<file path="src/hdl/sdcw_pkg.sv">
// Shared types, command codes and the per-index flag table of the SD command word encoder.
`timescale 1ns / 1ps
package sdcw_pkg;

  // Command transfer word bit fields
  localparam int unsigned CwIdxShift = 24;
  localparam logic [31:0] CW_ISDATA  = 32'h0020_0000;
  localparam logic [31:0] CW_IXCHK   = 32'h0010_0000;
  localparam logic [31:0] CW_CRCCHK  = 32'h0008_0000;
  localparam logic [31:0] CW_R136    = 32'h0001_0000;
  localparam logic [31:0] CW_R48     = 32'h0002_0000;
  localparam logic [31:0] CW_R48B    = 32'h0003_0000;
  localparam logic [31:0] CW_MULTI   = 32'h0000_0020;
  localparam logic [31:0] CW_RD      = 32'h0000_0010;
  localparam logic [31:0] CW_BCNTEN  = 32'h0000_0002;
  localparam logic [31:0] CW_DMAEN   = 32'h0000_0001;
  localparam logic [31:0] CW_CHK     = CW_IXCHK | CW_CRCCHK;

  // Command indexes
  localparam logic [5:0] CMD_GO_IDLE      = 6'd0;
  localparam logic [5:0] CMD_ALL_SEND_CID = 6'd2;
  localparam logic [5:0] CMD_SEND_RCA     = 6'd3;
  localparam logic [5:0] CMD_IO_OP_COND   = 6'd5;
  localparam logic [5:0] CMD_SWITCH       = 6'd6;
  localparam logic [5:0] CMD_SELECT       = 6'd7;
  localparam logic [5:0] CMD_IF_COND      = 6'd8;
  localparam logic [5:0] CMD_SEND_CSD     = 6'd9;
  localparam logic [5:0] CMD_VOLT_SWITCH  = 6'd11;
  localparam logic [5:0] CMD_STOP         = 6'd12;
  localparam logic [5:0] CMD_STATUS       = 6'd13;
  localparam logic [5:0] CMD_SET_BLOCKLEN = 6'd16;
  localparam logic [5:0] CMD_READ_SINGLE  = 6'd17;
  localparam logic [5:0] CMD_READ_MULTI   = 6'd18;
  localparam logic [5:0] CMD_WRITE_SINGLE = 6'd24;
  localparam logic [5:0] CMD_WRITE_MULTI  = 6'd25;
  localparam logic [5:0] CMD_SD_OP_COND   = 6'd41;
  localparam logic [5:0] CMD_IO_RW_DIRECT = 6'd52;
  localparam logic [5:0] CMD_IO_RW_EXT    = 6'd53;
  localparam logic [5:0] CMD_APP          = 6'd55;

  // Argument patterns
  localparam logic [31:0] SWITCH_HS_MASK  = 32'h8000_000F;
  localparam logic [31:0] SWITCH_HS_MATCH = 32'h8000_0001;
  localparam logic [31:0] BUS_IF_MASK     = 32'hFFFF_FF00;
  localparam logic [31:0] BUS_IF_MATCH    = 32'h8000_0E00;
  localparam logic [31:0] APP_WIDTH_1BIT  = 32'd0;
  localparam logic [31:0] APP_WIDTH_4BIT  = 32'd2;
  localparam logic [15:0] ONE_BLOCK       = 16'd1;

  typedef enum logic [1:0] {
    RESP_NONE = 2'd0,
    RESP_R136 = 2'd1,
    RESP_R48  = 2'd2,
    RESP_R48B = 2'd3
  } resp_kind_e;

  typedef enum logic [1:0] {
    WIDTH_KEEP = 2'd0,
    WIDTH_1BIT = 2'd1,
    WIDTH_4BIT = 2'd2
  } width_act_e;

  typedef enum logic [1:0] {
    CLOCK_KEEP  = 2'd0,
    CLOCK_INIT  = 2'd1,
    CLOCK_STD   = 2'd2,
    CLOCK_HIGH  = 2'd3
  } clock_act_e;

  typedef struct packed {
    logic [31:0] command_word;
    logic        supported;
    resp_kind_e  response_kind;
    logic        uses_data_line;
    width_act_e  width_action;
    clock_act_e  clock_action;
  } cmd_result_t;

  function automatic logic [31:0] cw_flags(input logic [5:0] idx);
    logic [31:0] f;
    f = '0;
    case (idx)
      CMD_GO_IDLE:      f = CW_IXCHK;
      CMD_ALL_SEND_CID: f = CW_R136;
      CMD_SEND_RCA:     f = CW_R48 | CW_CHK;
      CMD_IO_OP_COND:   f = CW_R48;
      CMD_SWITCH:       f = CW_R48 | CW_CHK;
      CMD_SELECT:       f = CW_R48B | CW_CHK;
      CMD_IF_COND:      f = CW_R48 | CW_CHK;
      CMD_SEND_CSD:     f = CW_R136;
      CMD_VOLT_SWITCH:  f = CW_R48 | CW_CHK;
      CMD_STOP:         f = CW_R48B | CW_CHK;
      CMD_STATUS:       f = CW_R48 | CW_CHK;
      CMD_SET_BLOCKLEN: f = CW_R48;
      CMD_READ_SINGLE:  f = CW_R48 | CW_ISDATA | CW_RD | CW_CHK;
      CMD_READ_MULTI:   f = CW_R48 | CW_ISDATA | CW_RD | CW_MULTI | CW_BCNTEN | CW_CHK;
      CMD_WRITE_SINGLE: f = CW_R48 | CW_ISDATA | CW_CHK;
      CMD_WRITE_MULTI:  f = CW_R48 | CW_ISDATA | CW_MULTI | CW_BCNTEN | CW_CHK;
      CMD_SD_OP_COND:   f = CW_R48;
      CMD_IO_RW_DIRECT: f = CW_R48 | CW_CHK;
      CMD_IO_RW_EXT:    f = CW_R48 | CW_CHK | CW_ISDATA;
      CMD_APP:          f = CW_R48 | CW_CHK;
      default:          f = '0;
    endcase
    return f;
  endfunction

endpackage

</file>
<file path="src/hdl/sdcw_decode.sv">
// Combinational decode of one SD command into its transfer word and follow-up actions.
`timescale 1ns / 1ps
module sdcw_decode import sdcw_pkg::*; (
  input  logic [5:0]  cmd_index_i,
  input  logic [31:0] argument_i,
  input  logic [15:0] block_count_i,
  input  logic        app_prefix_i,
  output cmd_result_t result_o
);

  logic [31:0] flags;
  logic [31:0] word;
  width_act_e  wact;
  clock_act_e  cact;

  always_comb begin
    flags = cw_flags(cmd_index_i);
    word  = ({26'd0, cmd_index_i} << CwIdxShift) | flags;
    // Switch function: no app prefix makes CMD6 a data read
    if (cmd_index_i == CMD_SWITCH && !app_prefix_i) begin
      word = word | CW_ISDATA | CW_RD;
    end
    if ((word & CW_ISDATA) != '0) begin
      word = word | CW_DMAEN;
    end
    if (cmd_index_i == CMD_IO_RW_EXT) begin
      if (!argument_i[31]) begin
        word = word | CW_RD;
      end
      if (block_count_i != ONE_BLOCK) begin
        word = word | CW_MULTI | CW_BCNTEN;
      end
    end

    wact = WIDTH_KEEP;
    cact = CLOCK_KEEP;
    if (cmd_index_i == CMD_GO_IDLE) begin
      cact = CLOCK_INIT;
    end else if (cmd_index_i == CMD_SELECT) begin
      cact = CLOCK_STD;
    end

    if (cmd_index_i == CMD_SWITCH) begin
      if (app_prefix_i) begin
        if (argument_i == APP_WIDTH_1BIT) begin
          wact = WIDTH_1BIT;
        end else if (argument_i == APP_WIDTH_4BIT) begin
          wact = WIDTH_4BIT;
        end
      end else if ((argument_i & SWITCH_HS_MASK) == SWITCH_HS_MATCH) begin
        cact = CLOCK_HIGH;
      end
    end else if (cmd_index_i == CMD_IO_RW_DIRECT &&
                 (argument_i & BUS_IF_MASK) == BUS_IF_MATCH) begin
      case (argument_i[1:0])
        2'd0:    wact = WIDTH_1BIT;
        2'd2:    wact = WIDTH_4BIT;
        default: wact = WIDTH_KEEP;
      endcase
    end

    if (flags == '0) begin
      result_o = '0;
    end else begin
      result_o.command_word   = word;
      result_o.supported      = 1'b1;
      result_o.response_kind  = resp_kind_e'(word[17:16]);
      result_o.uses_data_line = word[21] | (word[17:16] == RESP_R48B);
      result_o.width_action   = wact;
      result_o.clock_action   = cact;
    end
  end

endmodule

</file>
<file path="src/hdl/sd_command_word_encoder_top.sv">
// Top level of the SD command word encoder: input register, decode, result register.
`timescale 1ns / 1ps
// Usage:
//   Input channel (in_valid_i/in_ready_o) carries one command: index, argument
//   and the block count currently programmed. Output channel
//   (out_valid_o/out_ready_i) returns one result per command: transfer word,
//   supported flag, response kind, data line use, bus width and clock action.
//   Each command passes through the input register and then the result
//   register; result valid rises when the result register loads it.
//   Throughput is one command per cycle while the receiver does not stall;
//   the decode is a table lookup and a few compares between the two
//   registers, and the one-bit app prefix flag is updated as each command
//   moves into the result register, so back-to-back commands see it in order.
//   When the receiver stalls, the result register holds; the input register
//   still takes one more command, then in_ready_o drops until the result
//   moves on. An unsupported index gives an all-zero result and leaves the
//   prefix flag alone. Reset empties both registers and clears the prefix flag.
module sd_command_word_encoder_top import sdcw_pkg::*; (
  input  logic        clk_i,
  input  logic        rst_ni,
  input  logic        in_valid_i,
  output logic        in_ready_o,
  input  logic [5:0]  cmd_index_i,
  input  logic [31:0] argument_i,
  input  logic [15:0] block_count_i,
  output logic        out_valid_o,
  input  logic        out_ready_i,
  output logic [31:0] command_word_o,
  output logic        supported_o,
  output logic [1:0]  response_kind_o,
  output logic        uses_data_line_o,
  output logic [1:0]  width_action_o,
  output logic [1:0]  clock_action_o
);

  logic        in_valid_q;
  logic [5:0]  idx_q;
  logic [31:0] arg_q;
  logic [15:0] cnt_q;
  logic        out_valid_q;
  cmd_result_t res_q;
  cmd_result_t res_d;
  logic        prefix_q;
  logic        prefix_d;
  logic        advance;
  logic        in_xfer;

  assign advance    = in_valid_q && (!out_valid_q || out_ready_i);
  assign in_ready_o = !in_valid_q || advance;
  assign in_xfer    = in_valid_i && in_ready_o;

  sdcw_decode u_decode (
    .cmd_index_i   (idx_q),
    .argument_i    (arg_q),
    .block_count_i (cnt_q),
    .app_prefix_i  (prefix_q),
    .result_o      (res_d)
  );

  // Unsupported commands leave the prefix flag unchanged
  assign prefix_d = res_d.supported ? (idx_q == CMD_APP) : prefix_q;

  always_ff @(posedge clk_i or negedge rst_ni) begin
    if (!rst_ni) begin
      in_valid_q  <= 1'b0;
      out_valid_q <= 1'b0;
      prefix_q    <= 1'b0;
    end else begin
      if (in_ready_o) begin
        in_valid_q <= in_valid_i;
      end
      if (advance) begin
        out_valid_q <= 1'b1;
        prefix_q    <= prefix_d;
      end else if (out_ready_i) begin
        out_valid_q <= 1'b0;
      end
    end
  end

  always_ff @(posedge clk_i) begin
    if (in_xfer) begin
      idx_q <= cmd_index_i;
      arg_q <= argument_i;
      cnt_q <= block_count_i;
    end
    if (advance) begin
      res_q <= res_d;
    end
  end

  assign out_valid_o      = out_valid_q;
  assign command_word_o   = res_q.command_word;
  assign supported_o      = res_q.supported;
  assign response_kind_o  = res_q.response_kind;
  assign uses_data_line_o = res_q.uses_data_line;
  assign width_action_o   = res_q.width_action;
  assign clock_action_o   = res_q.clock_action;

endmodule

</file>
<file path="config.mk">
export PLATFORM = sky130hd
export DESIGN_NAME = sd_command_word_encoder_top
export DESIGN_NICKNAME = d
export VERILOG_FILES = /design/src/hdl/sdcw_pkg.sv /design/src/hdl/sdcw_decode.sv /design/src/hdl/sd_command_word_encoder_top.sv
export SDC_FILE = /design/constraint.sdc
export NUM_CORES = 1
export LEC_CHECK = 0
export ABC_AREA = 1
export BUFFER_PORTS_ARGS = -buffer_cell sky130_fd_sc_hd__clkbuf_2
export CORE_UTILIZATION = 56
export DETAILED_ROUTE_END_ITERATION = 16
export PLACE_DENSITY_LB_ADDON = 0.08
export SLEW_MARGIN = 20
export SYNTH_ARGS = -nofsm -noshare
export SYNTH_HDL_FRONTEND = slang
export SYNTH_SLANG_ARGS = --single-unit
</file>
<file path="constraint.sdc">
create_clock -name clk_i -period 3.35 [get_ports clk_i]
set_input_delay 0.67 -clock clk_i [delete_from_list [all_inputs] [get_ports clk_i]]
set_output_delay 0.67 -clock clk_i [all_outputs]
set_load 0.05 [all_outputs]
</file>
==> run_results.csv <==
group,metric,value,unit
outcome,status,"finished clean",
layout,regArea,2410,um2
clock_network,clk_pin_slew,0.08,ns
sta,fin_hold_ws,0.114,ns
critical_path,arrival,2.34,ns
grt,grt.overflow.total,0,
layout,layout-drive-gt1-share,32.6,%
drt,route.vias.total,2353,
drt,drt_iter0_markers,121,
sta,finalCritPeriodShare,63.0,%
yosys,synthDistinctLibCells,32,
floorplanning,start_util,59.5,%
place,portBuffers,82,
clock_network,clock_sinks,83,
critical_path,setup.worst_path.end,"u_decode.flags[19]",
critical_path,r2r_cells,11,
sta,slew-limit-headroom,61.7,%
yosys,ys_warn_count,0,
yosys,synth_area_leaders,"edfxtp_1 60%, nand2_1 5.2%, buf_4 4.3%",
grt,antenna_found_initial,0,
critical_path,rr_startpoint,"out_valid_o",
yosys,syn_inst,309,
drt,ant_nets,0,
sta,worstMarginPinSlew,0.569,ns
sta,fin_tns_setup,0,ns
yosys,synth_area,3620,um2
yosys,ys_seq_area_share,66.4,%
grt,grt_pass1_vias,2132,
drt,viasPerCell,5.00,
power_and_ir_drop,power-per-cell-area,591,nW/um2
sta,fmax,0.474,GHz
drt,first_pass_iters,4,
sta,setup_violations,0,
critical_path,critPathRequiredTime,3.58,ns
floorplanning,die-height,82.5,um
critical_path,critPathCaptureType,"flip-flop",
critical_path,reg2reg_slack,1.24,ns
critical_path,critPathKind,"reg2reg",
floorplanning,ios,100,
hold_path,hold_path_class,"in2async",
clock_network,clk_latency,0.35,ns
layout,nets,454,
yosys,synth_top_area_cell,"edfxtp_1",
layout,final_util,68.8,%
run,cap_violations,0,
place,gp_congestion,0.806,
clock_network,h-tree-depth,3,
drt,finalWirelength,6210,um
clock_network,max-clock-path-buffers,2,
critical_path,cp-startpoint,"out_valid_o",
floorplanning,fp.dieW,82.5,um
grt,grt_usage,20.4,%
floorplanning,dieArea,6800,um2
clock_network,cts_buffers,9,
critical_path,reg2reg_to,"u_decode.flags[19]",
drt,drc_errors,0,
grt,grt_max_degree,47,
yosys,postSynthAreaPerCell,11.7,um2
power_and_ir_drop,p_leak,1.83,nW
layout,multi_input_area,961,um2
clock_network,clockRootBuffer,"clkbuf_8",
power_and_ir_drop,vdd.ir_drop.worst,390,uV
clock_network,cts_setup_buffers,0,
clock_network,post_cts_resized,0,
floorplanning,coreArea,6100,um2
drt,wl_per_cell,13.2,um
place,pre_cts_slack,0.945,ns
critical_path,critPathMaxFanout,13,
layout,fillers,475,
critical_path,startpoint_type,"flip-flop",
yosys,yosys.area.top_type_share,60.5,%
sta,setup_slack,1.24,ns
place,dp_hpwl,4770,um
yosys,ys_ff_latch,83,
layout,stdcell_area,4200,um2
layout,diodes,0,
layout,syn_to_final_growth,15.8,%
sta,slew_violations,0,
sta,fin_crit,2.11,ns
clock_network,cts_hold_buf,0,
sta,finalHoldViolations,0,
clock_network,cts_tree,"yes",
place,placed_area,4000,um2
sta,skew,0.00907,ns
grt,grt_pass1_wl,9870,um
floorplanning,rows,28,
sta,rsz0062_at_grt,"no",
## worst min-delay path by stage
stage                       start                 end  slack, ns  cells past startpoint
3_3_place_gp   u_decode.flags[20]  command_word_o[20]       0.42                      0
2_1_floorplan              rst_ni          in_valid_q       0.37                      0
3_5_place_dp   u_decode.flags[20]  command_word_o[20]       0.43                      0
4_1_cts                    rst_ni          in_valid_q        0.1                      1
5_1_grt                    rst_ni         out_valid_o       0.10                      1
6_report                   rst_ni          in_valid_q       0.11                      1
## logic make-up after synthesis
| group | synth area share [%] |
|---|---|
| AND/OR/NAND/NOR | 20.6 |
| flip-flops | 66.4 |
| buffers and inverters | 8.84 |
| AO/OA/AOI/OAI | 2.35 |
| adder cells (fa/ha/maj) | 1.73 |
| other | 0.103 |
## sequential cells by signal (all words and copies together) (netlist names), 2 cells and up
name and cells:
width_action_o 2, idx_q 6, u_decode.flags 7, clock_action_o 2
command_word_o 12, arg_q 32, cnt_q 16
## layer usage
layer  GRT usage, %  vias up  routed length (um)
met1           27.4     1065                2890
met3           6.37        8                 549
met5              0        -                   0
met4           7.37        0                  80
li1               -     1172                   -
met2           31.3      108                2690
## synthesized netlist by cell type
| cell | count |
|---|---|
| edfxtp_1 | 73 |
| nand2_1 | 50 |
| nor2_1 | 30 |
| inv_1 | 28 |
| buf_4 | 21 |
| nand3_1 | 16 |
| nand2_2 | 9 |
| a21oi_1 | 8 |
| nand4_1 | 8 |
| dfxtp_1 | 7 |
| ha_1 | 5 |
| nor2_2 | 5 |
| nor3_1 | 5 |
| nor4_1 | 5 |
| o21ai_0 | 5 |
| clkbuf_1 | 4 |
| nand3b_1 | 4 |
| buf_6 | 3 |
| dfrtp_1 | 3 |
| nand2_4 | 3 |
| nand3_2 | 3 |
| or2_2 | 3 |
| nand3_4 | 2 |
| a31oi_1 | 1 |
| buf_2 | 1 |
| conb_1 | 1 |
| inv_2 | 1 |
| nand2b_1 | 1 |
| nand3b_2 | 1 |
| o21a_1 | 1 |
| o22ai_1 | 1 |
| or3_1 | 1 |
## power breakdown
group	total [mW]	internal, mW	switching (mW)
combinational	0.486	0.112	0.374
sequential	1.29	1.25	0.0426
clock	0.705	0.350	0.355
## through the flow
step,cells,power [mW]
final,471,2.48
after global routing,471,2.60
after CTS,471,2.51
after detailed placement,455,1.80
after global placement,455,1.79
after floorplan,325,1.71
## cells in the final DEF (no fill, tap or decap), types with 2 or more instances in the layout
| cell type | count |
|---|---|
| a21oi_1 | 7 |
| buf_4 | 2 |
| clkbuf_2 | 82 |
| clkbuf_8 | 9 |
| clkinv_2 | 2 |
| conb_1 | 17 |
| dfrtp_1 | 3 |
| dfxtp_1 | 7 |
| edfxtp_1 | 73 |
| ha_1 | 5 |
| inv_1 | 27 |
| inv_2 | 2 |
| nand2_1 | 50 |
| nand2_2 | 9 |
| nand2_4 | 3 |
| nand3_1 | 16 |
| nand3_2 | 3 |
| nand3_4 | 2 |
| nand3b_1 | 4 |
| nand4_1 | 8 |
| nor2_1 | 30 |
| nor2_2 | 5 |
| nor3_1 | 5 |
| nor4_1 | 5 |
| o21ai_0 | 5 |
| or2_2 | 3 |
## critical path, cell delays in order, from the launching register on
cell	delay, ns
dfrtp_1	0.44
nand3_4	0.20
nand2_4	0.15
o21ai_0	0.40
inv_1	0.15
ha_1	0.22
inv_1	0.08
nand3_2	0.09
nand3_1	0.09
nand2_1	0.06
nand2_1	0.06
nand3_1	0.06
## cell type report
cell class | count | area share, %
timing repair buffer | 84 | 10.1
inverter | 29 | 2.59
clock buffer | 9 | 2.95
sequential | 83 | 57.4
clock inverter | 7 | 1.82
multi-input combinational | 184 | 22.9
tap | 75 | 2.24
No activity file was read; power rests on OpenSTA's default activity.
